===== src/sv/bitmap_page_allocator_macros.svh =====
// ----------------------------------------------------------------------------
// bitmap page allocator assertion macros
// shared property wrappers, clocked on i_clk and held off during reset
// ----------------------------------------------------------------------------
`ifndef BITMAP_PAGE_ALLOCATOR_MACROS_SVH
`define BITMAP_PAGE_ALLOCATOR_MACROS_SVH

// same-cycle implication
`define BPA_ASSERT_NOW(lbl, ante, cons, msg) \
    lbl: assert property (@(posedge i_clk) disable iff (!i_rst_n) (ante) |-> (cons)) \
        else $error(msg);

// next-cycle implication
`define BPA_ASSERT_NEXT(lbl, ante, cons, msg) \
    lbl: assert property (@(posedge i_clk) disable iff (!i_rst_n) (ante) |=> (cons)) \
        else $error(msg);

`endif


===== src/sv/bpa_ram.sv =====
// ----------------------------------------------------------------------------
// bpa_ram
// simple dual-port ram, one write and one registered read per cycle
// ----------------------------------------------------------------------------
module bpa_ram #(
    parameter int WIDTH = 64,
    parameter int DEPTH = 64,
    parameter int AW    = (DEPTH > 1) ? $clog2(DEPTH) : 1
) (
    input  logic             i_clk,
    input  logic             i_we,
    input  logic [AW-1:0]    i_waddr,
    input  logic [WIDTH-1:0] i_wdata,
    input  logic             i_re,
    input  logic [AW-1:0]    i_raddr,
    output logic [WIDTH-1:0] o_rdata
);

    logic [WIDTH-1:0] r_mem [DEPTH];
    logic [WIDTH-1:0] r_rdata;

    always_ff @(posedge i_clk) begin
        if (i_we) begin
            r_mem[i_waddr] <= i_wdata;
        end
        if (i_re) begin
            r_rdata <= r_mem[i_raddr];
        end
    end

    assign o_rdata = r_rdata;

endmodule


===== config.mk =====
export PLATFORM = sky130hd
export DESIGN_NAME = bpa_ram
export DESIGN_NICKNAME = d
export VERILOG_FILES = /design/src/sv/bitmap_page_allocator_macros.svh /design/src/sv/bpa_ram.sv
export SDC_FILE = /design/constraint.sdc
export NUM_CORES = 2
export LEC_CHECK = 0
export BUFFER_PORTS_ARGS = -buffer_cell sky130_fd_sc_hd__buf_2
export CORE_MARGIN = 2
export CORE_UTILIZATION = 63
export CTS_CLUSTER_SIZE = 14
export DETAILED_ROUTE_END_ITERATION = 12
export PLACE_DENSITY = 0.79
export SLEW_MARGIN = 25
export SYNTH_ARGS = -nofsm -noshare
export SYNTH_HDL_FRONTEND = slang
export SYNTH_SLANG_ARGS = --single-unit

===== constraint.sdc =====
create_clock -name i_clk -period 9.4 [get_ports i_clk]
set_input_delay 1.88 -clock i_clk [delete_from_list [all_inputs] [get_ports i_clk]]
set_output_delay 1.88 -clock i_clk [all_outputs]
set_load 0.005 [all_outputs]

==> impl_metrics.ini <==
[outcome]
outcome = finished, final reports clean

[yosys]
synth_top_area_share_pct = 79.6
synth_cells = 6598
synth_area_leaders = edfxtp_1 80%, mux4_2 15%, mux2i_1 0.86%
yosys.area.top_type = edfxtp_1
syn-num-nets = 6677
ys_types = 32
syn-mean-instance-area_um2 = 23.8
seq_area_frac_synth_pct = 79.6
netlist_area_um2 = 157000
synth_seq_cells = 4160
synth_warnings = 0

[place]
io_buffers = 142
gp_congestion = 0.827
hpwl_mm = 214
placed_cells = 9894

[cts]
clock_latency_ps = 1040
path_clk_slew_ps = 60
numCtsBuffers = 399
clockBufferDepth = 4
cts-resized-gates = 0
hold_buffers = 0
cts_tree = yes
cts_max_level = 5
post_cts_buffers = 0
ctsRootBufferMaster = clkbuf_16
clkSinkCount = 4160

[floorplan]
start_util_pct = 63.3
dieArea_um2 = 253000
die_w_um = 503
die_y_um = 503
coreArea_um2 = 248000
rows = 183
io_pins = 143

[pwr]
p_sw_mw = 8.09
internal-power_mw = 30.1
p_sw_share_pct = 21.2
p_leak_nw = 54.7
powerDensity_nw_per_um2 = 217
p_comb_share_pct = 4.6
ir_drop_v = 0.000279
power_frac_seq_pct = 54.1
power.share.clock_pct = 41.4

[sta]
fin_tns_setup_ps = 0
finClkSkew_ps = 81.3
fin_crit_ps = 4740
slew_viol_final = 0
rsz0062_at_grt = no
fin_crit_sh_pct = 50.5
max_slew_margin_pct = 19.4
hold_viol = 0
tightest_slew_ps = 1210
fmax_mhz = 211
setup_viol = 0

[setup_path]
cp_slowest_stage_delay_ps = 790
slowest_stage = buf_4
worst-path-buf-inv = 3
worst_r2r_path_depth = 5
crit_chain = buf_8 > buf_12 > buf_4 > mux4_2 > nor2b_1 > a211oi_1 > o22ai_1 > and3_1
worst_setup_path_end_kind = flip-flop
worstSetupPathType = input port to flip-flop
cp.arrival_ps = 5480
cp.required_ps = 10140
crit_fanout = 103
crit_cells = 8
cp-start-kind = input port
crit_family = buffers and inverters

[detailed_routing]
ant_nets = 0
drc_errors = 0
first_iter_violations = 14700
vias_per_cell = 7.64
wl_per_cell_um = 42.6
routed_wl_mm = 453
vias = 81300
drtPass1Iterations = 8

[global_route]
grt_max_degree = 137
antenna_found_initial = 41
overflow = 0
grt_pass1_wl_mm = 622
grtUsageTotal_pct = 35.8
grt_pass1_vias = 81700

[final_layout]
drive_above_1_share_pct = 27.6
area_growth_pct = 11.9
final_cell_mix = 4160 x edfxtp_1, 1024 x mux4_2, 404 x clkbuf_16
final_net_count = 7055
fin_cells = 10600
final_common_cell = edfxtp_1
fillerInstances = 13100

[min_path]
min_path_cells = 4
hold_class = flip-flop to flip-flop

[run]
cap_violations = 0
worst register-to-register path, cell delays in order, from the launching register on:
cell	delay (ps)
edfxtp_1	410
mux4_2	490
mux2i_1	380
nand2_1	150
a31oi_1	700
a211oi_1	120
sequential cells by signal, indices dropped and copies added (netlist names):
signal / count
o_rdata: 64
r_mem: 4096
area by class of cell:
class,count,area [um2],area share [%]
clock inverters,210,2000,1.14
multi-input cells,2049,30800,17.5
inverters,19,71.3,0.0406
repair buffers,347,3190,1.82
clock buffers,493,10400,5.95
well taps,3330,4170,2.37
flip-flops and latches,4160,125000,71.1
diodes,26,65.1,0.0370
logic make-up after synthesis:
family | share of synthesized area, %
AOI/OAI and AO/OA | 2.47
DFF | 79.6
and+or+nand+nor | 1.23
muxes | 15.6
buffers and inverters | 1.18
power groups by stage:
stage	Clock [mW]	Combinational (mW)	Sequential (mW)
after floorplan	0	0.957	21.0
after global placement	0	1.60	21.0
after detailed placement	0	1.65	21.0
after CTS	15.8	1.70	20.7
after global routing	16.4	1.81	20.7
final	15.8	1.74	20.7
synthesized netlist by cell type:
| library cell | count |
|---|---|
| a211oi_1 | 63 |
| a22o_1 | 88 |
| a22oi_1 | 168 |
| a2bb2oi_1 | 19 |
| a31o_1 | 1 |
| a31oi_1 | 18 |
| a41oi_1 | 26 |
| and2_1 | 3 |
| and3_1 | 64 |
| buf_1 | 20 |
| buf_2 | 170 |
| buf_4 | 34 |
| buf_6 | 6 |
| clkbuf_1 | 140 |
| edfxtp_1 | 4160 |
| inv_1 | 19 |
| mux2i_1 | 135 |
| mux4_2 | 1024 |
| nand2_1 | 58 |
| nand2b_1 | 11 |
| nand3_1 | 45 |
| nand3b_1 | 2 |
| nand4_1 | 2 |
| nand4b_1 | 1 |
| nor2_1 | 112 |
| nor2b_1 | 28 |
| nor3_1 | 2 |
| o221ai_1 | 38 |
| o22ai_1 | 83 |
| or2_2 | 28 |
| or3_1 | 29 |
| or3b_2 | 1 |
through the flow:
step	total power [mW]	instance area, um2	utilization [%]	setup WS [ps]	hold slack (ps)
finish	38.2	176000	70.8	4660	923
global route	38.9	176000	70.8	4720	970
CTS	38.1	175000	70.6	4570	920
detailed placement	22.7	163000	65.6	3750	891
global placement	22.6	162000	65.4	3790	882
floorplan	22.0	157000	-	2080	865
metal layers:
metal | part of all wire (%) | vias up | GRT usage (%) | wire, um
li1 | - | 29300 | - | -
met1 | 32 | 42100 | 46.6 | 144000
met2 | 48 | 8267 | 55.4 | 218000
met3 | 14 | 1632 | 10.1 | 61900
met4 | 6.3 | 34 | 19.6 | 28700
met5 | 0.064 | - | 0 | 291
path summary, 6_finish.rpt:
kind	start	to	slack, ps
worst max register to register	r_mem[46][23]	o_rdata[23]	6860
worst min register to register	r_mem[54][63]	o_rdata[63]	920
worst max-delay path	i_raddr[2]	o_rdata[42]	4660
worst min-delay path	r_mem[54][63]	o_rdata[63]	920
(Power assumes the default switching activity.)
