--- src/sv/bitmap_page_allocator_macros.svh ---
// ----------------------------------------------------------------------------
// bitmap page allocator assertion macros
// shared property wrappers, clocked on i_clk and held off during reset
// ----------------------------------------------------------------------------
`ifndef BITMAP_PAGE_ALLOCATOR_MACROS_SVH
`define BITMAP_PAGE_ALLOCATOR_MACROS_SVH

// same-cycle implication
`define BPA_ASSERT_NOW(lbl, ante, cons, msg) \
    lbl: assert property (@(posedge i_clk) disable iff (!i_rst_n) (ante) |-> (cons)) \
        else $error(msg);

// next-cycle implication
`define BPA_ASSERT_NEXT(lbl, ante, cons, msg) \
    lbl: assert property (@(posedge i_clk) disable iff (!i_rst_n) (ante) |=> (cons)) \
        else $error(msg);

`endif

--- src/sv/bpa_pkg.sv ---
// ----------------------------------------------------------------------------
// bpa_pkg
// shared constants, codes and types of the bitmap page allocator
// ----------------------------------------------------------------------------
package bpa_pkg;

    localparam int          MAX_PAGES_DEF = 4096;
    localparam int          WORD_BITS     = 64;
    localparam int          STEP_BITS     = 8;
    localparam int          PAGE_SHIFT    = 12;
    localparam int          COUNT_W       = 13;
    localparam int          ADDR_W        = 32;
    localparam int          STATUS_W      = 2;
    localparam int          REG_INDEX_W   = 2;
    localparam logic [31:0] BASE_RESET    = 32'hc010_0000;
    localparam logic [12:0] POOL_RESET    = 13'd4096;

    localparam logic OP_ALLOC = 1'b0;
    localparam logic OP_CLAIM = 1'b1;

    localparam logic [STATUS_W-1:0] ST_OK    = 2'd0;
    localparam logic [STATUS_W-1:0] ST_NOFIT = 2'd1;
    localparam logic [STATUS_W-1:0] ST_RANGE = 2'd2;

    localparam logic [REG_INDEX_W-1:0] REG_BASE = 2'd0;
    localparam logic [REG_INDEX_W-1:0] REG_POOL = 2'd1;

    typedef struct packed {
        logic               found;
        logic               last;
        logic [2:0]         pos;
        logic [COUNT_W-1:0] run;
    } t_scan_res;

endpackage

--- src/sv/bpa_scan.sv ---
// ----------------------------------------------------------------------------
// bpa_scan
// first-fit step over eight pages, carries the free-run length across steps
// ----------------------------------------------------------------------------
module bpa_scan import bpa_pkg::*; #(
    parameter int LW = 13
) (
    input  logic [STEP_BITS-1:0] i_bits,
    input  logic [LW-1:0]        i_page,
    input  logic [LW-1:0]        i_limit,
    input  logic [COUNT_W-1:0]   i_run,
    input  logic [COUNT_W-1:0]   i_count,
    output t_scan_res            o_res
);

    always_comb begin
        logic [COUNT_W-1:0] run;
        logic               found;
        logic [2:0]         pos;
        run   = i_run;
        found = 1'b0;
        pos   = 3'd0;
        for (int j = 0; j < STEP_BITS; j++) begin
            if (!found && (32'(i_page) + 32'(j) < 32'(i_limit))) begin
                if (i_bits[j]) begin
                    run = '0;
                end else begin
                    run = run + 1'b1;
                    if (run == i_count) begin
                        found = 1'b1;
                        pos   = 3'(j);
                    end
                end
            end
        end
        o_res.found = found;
        o_res.pos   = pos;
        o_res.run   = run;
        o_res.last  = (32'(i_page) + 32'(STEP_BITS)) >= 32'(i_limit);
    end

endmodule
--- config.mk ---
export PLATFORM = sky130hd
export DESIGN_NAME = bpa_scan
export DESIGN_NICKNAME = d
export VERILOG_FILES = /design/src/sv/bitmap_page_allocator_macros.svh /design/src/sv/bpa_pkg.sv /design/src/sv/bpa_scan.sv
export SDC_FILE = /design/constraint.sdc
export NUM_CORES = 1
export LEC_CHECK = 0
export BUFFER_PORTS_ARGS = -buffer_cell sky130_fd_sc_hd__buf_2
export CORE_ASPECT_RATIO = 2
export CORE_UTILIZATION = 50
export DETAILED_ROUTE_END_ITERATION = 8
export PLACE_DENSITY = 0.7
export SYNTH_ARGS = -nofsm -noshare
export SYNTH_HDL_FRONTEND = slang
export SYNTH_SLANG_ARGS = --single-unit
--- constraint.sdc ---
create_clock -name vclk -period 27.4
set_input_delay 5.48 -clock vclk [all_inputs]
set_output_delay 5.48 -clock vclk [all_outputs]
set_load 0.03 [all_outputs]
==> report_table.html <==
<table>
<tr><th>Metric</th><th>Value</th></tr>
<tr><th colspan="2">Status</th></tr>
<tr><td>Result of the run</td><td>finished clean</td></tr>
<tr><th colspan="2">Logic synthesis</th></tr>
<tr><td>Dominant cells by area after synthesis</td><td>ha_1 (12%), xnor2_1 (11%), nand2_1 (5.2%)</td></tr>
<tr><td>Sequential element share of the synthesized area</td><td>0%</td></tr>
<tr><td>Synth warnings</td><td>0</td></tr>
<tr><td>Mean cell area of the mapped netlist</td><td>6.76 um2</td></tr>
<tr><td>Leading cell types by count after synthesis</td><td>nand2_1 (174), xnor2_1 (157), nor2_1 (146)</td></tr>
<tr><td>Cells after synthesis</td><td>1849</td></tr>
<tr><td>Most repeated cell in the gate-level netlist after synthesis</td><td>nand2_1</td></tr>
<tr><td>Number of distinct library cells after synthesis</td><td>113</td></tr>
<tr><td>Syn nets</td><td>2031</td></tr>
<tr><td>Cell area after synthesis</td><td>approximately 13000 um2</td></tr>
<tr><td>Share of the synthesized area in the top cell type</td><td>12.2%</td></tr>
<tr><td>Library cell occupying the most area in the post-synthesis netlist</td><td>ha_1</td></tr>
<tr><th colspan="2">Floorplanning</th></tr>
<tr><td># IOs</td><td>around 80</td></tr>
<tr><td>Effective utilization at floorplan</td><td>51.0%</td></tr>
<tr><td>Chip Width</td><td>about 110 um</td></tr>
<tr><td>Std-Cell Rows</td><td>81</td></tr>
<tr><td>Total core area</td><td>24500 um2</td></tr>
<tr><td>Floorplan die area</td><td>25700 um2</td></tr>
<tr><td>Die Span Y</td><td>226 um</td></tr>
<tr><th colspan="2">Timing</th></tr>
<tr><td>Final Max Tran Viols</td><td>0</td></tr>
<tr><td>Fmax</td><td>38.0 MHz</td></tr>
<tr><td>Worst Setup Slack, final</td><td>1090 ps</td></tr>
<tr><td>Max-slew headroom at the worst pin</td><td>32.6%</td></tr>
<tr><td>Min Tclk post-route</td><td>26310 ps</td></tr>
<tr><td>Total Neg Setup Slack</td><td>0 ps</td></tr>
<tr><td>Unrepaired setup endpoints after global routing</td><td>false</td></tr>
<tr><td>Setup violation total in the final timing report</td><td>0</td></tr>
<tr><td>Final number of hold-violating endpoints</td><td>0</td></tr>
<tr><td>Pin slew with the least headroom to its limit</td><td>about 1000 ps</td></tr>
<tr><td>Post-route fraction of the period consumed by the critical path</td><td>96.0%</td></tr>
<tr><th colspan="2">Place</th></tr>
<tr><td>Dpl cell area</td><td>13000 um2</td></tr>
<tr><td>Placer congestion estimate</td><td>1.03</td></tr>
<tr><td>Post-detailed-placement half-perimeter wirelength</td><td>41800 um</td></tr>
<tr><td>DP Worst Slack</td><td>817 ps</td></tr>
<tr><td>Number of port buffers</td><td>78</td></tr>
<tr><th colspan="2">Cells and area</th></tr>
<tr><td>Signed area change from the synthesized netlist to the final layout</td><td>3.90%</td></tr>
<tr><td>Number of nets in the layout</td><td>2016</td></tr>
<tr><td>Finished Cell Area</td><td>13000 um2</td></tr>
<tr><td>Number of sequential cells in the layout</td><td>0</td></tr>
<tr><td>Count of clock-net buffers in the final layout</td><td>0</td></tr>
<tr><td>Area occupied by registers</td><td>0 um2</td></tr>
<tr><td>Count of filler cells inserted in the layout</td><td>approximately 2600</td></tr>
<tr><td>Share of cells above drive strength 1</td><td>11.4%</td></tr>
<tr><td>Area occupied by multi-input gates</td><td>11700 um2</td></tr>
<tr><th colspan="2">Routing</th></tr>
<tr><td>Average routed wire per standard cell</td><td>24.2 um</td></tr>
<tr><td>Number of remaining DRC errors</td><td>0</td></tr>
<tr><td>Detail Route Antenna Nets</td><td>0</td></tr>
<tr><td>Router iterations before antenna repair</td><td>8</td></tr>
<tr><td>Via total after detailed routing</td><td>15000</td></tr>
<tr><td>Total wire length</td><td>52500 um</td></tr>
<tr><td>Average vias per placed instance</td><td>6.90</td></tr>
<tr><td>1st-iter DRT viols</td><td>1492</td></tr>
<tr><th colspan="2">Power</th></tr>
<tr><td>IR drop worst, VDD</td><td>between 0.015 and 0.02 mV</td></tr>
<tr><td>Power density of the placed cells</td><td>approximately 28 nW/um2</td></tr>
<tr><td>Leakage power total</td><td>~5.0 nW</td></tr>
<tr><th colspan="2">Worst setup path</th></tr>
<tr><td>CP Launch Point</td><td>i_page[4]</td></tr>
<tr><td>Critical path data arrival time</td><td>20830 ps</td></tr>
<tr><td>Critical Path Sink Type</td><td>output port</td></tr>
<tr><td>Critical path fanouts, max</td><td>15</td></tr>
<tr><td>Largest stage delay on the critical path</td><td>540 ps</td></tr>
<tr><td>Type of the worst setup path</td><td>input pin to output port</td></tr>
<tr><td>Endpoint of the worst setup timing path</td><td>o_res[17]</td></tr>
<tr><td>Worst endpoint required time</td><td>21920 ps</td></tr>
<tr><td>Crit path max-delay cell type</td><td>and4_2</td></tr>
<tr><td>Startpoint type of the worst setup path</td><td>input pin</td></tr>
<tr><th colspan="2">Global route</th></tr>
<tr><td>Vias in the first global route</td><td>14400</td></tr>
<tr><td>Overflow left after global routing</td><td>0</td></tr>
<tr><td>Wire length of the first global-routing pass</td><td>80600 um</td></tr>
<tr><td>Maximum number of pins on one net before global-route repair</td><td>34</td></tr>
<tr><td>Tot GR Track Use</td><td>40.5%</td></tr>
<tr><td>Number of antenna violations at the first check in global routing</td><td>5</td></tr>
<tr><th colspan="2">Run</th></tr>
<tr><td>Reported max-cap violation count</td><td>0</td></tr>
<tr><th colspan="2">CTS</th></tr>
<tr><td>Number of buffers inserted by hold repair at cts</td><td>0</td></tr>
<tr><th colspan="2">Min path</th></tr>
<tr><td>Min-delay worst type</td><td>input pin to output port</td></tr>
</table>
cells by family (layout without fill, tap and decap cells):
logic type | count (synthesis) | after routing | synth area share, %
and+or+nand+nor | 769 | 769 | 32.6
AOI/OAI and AO/OA | 537 | 537 | 31.3
other | 0 | 4 | 0
buffers and inverters | 188 | 171 | 6.63
xor gates and xnor gates | 201 | 201 | 14.5
adders and majority gates | 122 | 122 | 12.2
muxes | 32 | 32 | 2.74
final cells by class:
type,instances,share of cell area [%]
Multi-Input combinational cell,1661,90.2
Timing Repair Buffer,106,4.62
Tap cell,332,3.20
Inverter,65,1.88
Antenna cell,4,0.0770
layout by cell type, fill, tap and decap left out, drive strengths merged, types with 11 or more instances in the layout:
cell | synthesis | layout
o31ai | 29 | 29
a21oi | 105 | 105
nor4 | 36 | 36
mux2i | 17 | 17
and2 | 29 | 29
and3 | 29 | 29
o22ai | 30 | 30
mux2 | 15 | 15
a21o | 18 | 18
nor2 | 149 | 149
nor3 | 73 | 73
a31oi | 25 | 25
xnor2 | 157 | 157
nand3 | 97 | 97
o31a | 11 | 11
a2111oi | 11 | 11
or2 | 17 | 17
a211oi | 18 | 18
or4 | 13 | 13
inv | 60 | 60
nand2b | 27 | 27
o21ai | 97 | 97
o211ai | 32 | 32
nor2b | 24 | 24
nand4 | 47 | 47
or3 | 17 | 17
o21a | 29 | 29
ha | 122 | 122
xor2 | 40 | 40
nand2 | 176 | 176
buf | 62 | 106
where the power goes:
| part | internal [mW] | switching (mW) | total [mW] |
|---|---|---|---|
| Combinational | 0.126 | 0.234 | 0.359 |
| Sequential | 0 | 0 | 0 |
| Clock | 0.0000000196 | 0 | 0.0000000196 |
what timing repair did:
action	in CTS	in global routing
setup endpoints to repair	0	12
buffers inserted	0	0
resized for setup	0	5
worst min path at each step:
| stage | cells past startpoint | endpoint | startpoint | slack (ps) |
|---|---|---|---|---|
| 2_1_floorplan | 3 | o_res[0] | i_bits[7] | 11240 |
| 3_3_place_gp | 3 | o_res[8] | i_bits[7] | 11440 |
| 3_5_place_dp | 3 | o_res[8] | i_bits[7] | 11440 |
| 4_1_cts | 3 | o_res[8] | i_bits[7] | 11440 |
| 5_1_grt | 3 | o_res[3] | i_bits[7] | 11470 |
| 6_report | 3 | o_res[7] | i_bits[7] | 11450 |
layer usage:
| metal | routed length [um] | global-route usage [%] | vias up |
|---|---|---|---|
| li1 | - | - | 6897 |
| met5 | 0 | 0 | - |
| met4 | 5860 | 36.8 | 0 |
| met1 | 17600 | 40.3 | 6952 |
| met3 | 3200 | 4.67 | 307 |
| met2 | 25800 | 72.4 | 814 |
critical path, delay by kind of cell:
kind | cells | cell delay (ps)
compound gates | 18 | 5560
xor+xnor | 2 | 380
fa+ha+maj | 5 | 2080
buf+inv | 4 | 880
simple gates | 23 | 6370
metrics by stage:
| stage | power (mW) | utilization (%) | instances | hold WS (ps) |
|---|---|---|---|---|
| after floorplan | 0.260 | - | 1849 | 11240 |
| after global routing | 0.387 | 53.0 | 2168 | 11470 |
| after detailed placement | 0.346 | 52.9 | 2164 | 11440 |
| after CTS | 0.348 | 52.9 | 2164 | 11440 |
| final | 0.359 | 53.0 | 2168 | 11450 |
| after global placement | 0.342 | 52.9 | 2164 | 11440 |
No activity file was read; power rests on OpenSTA's default activity.
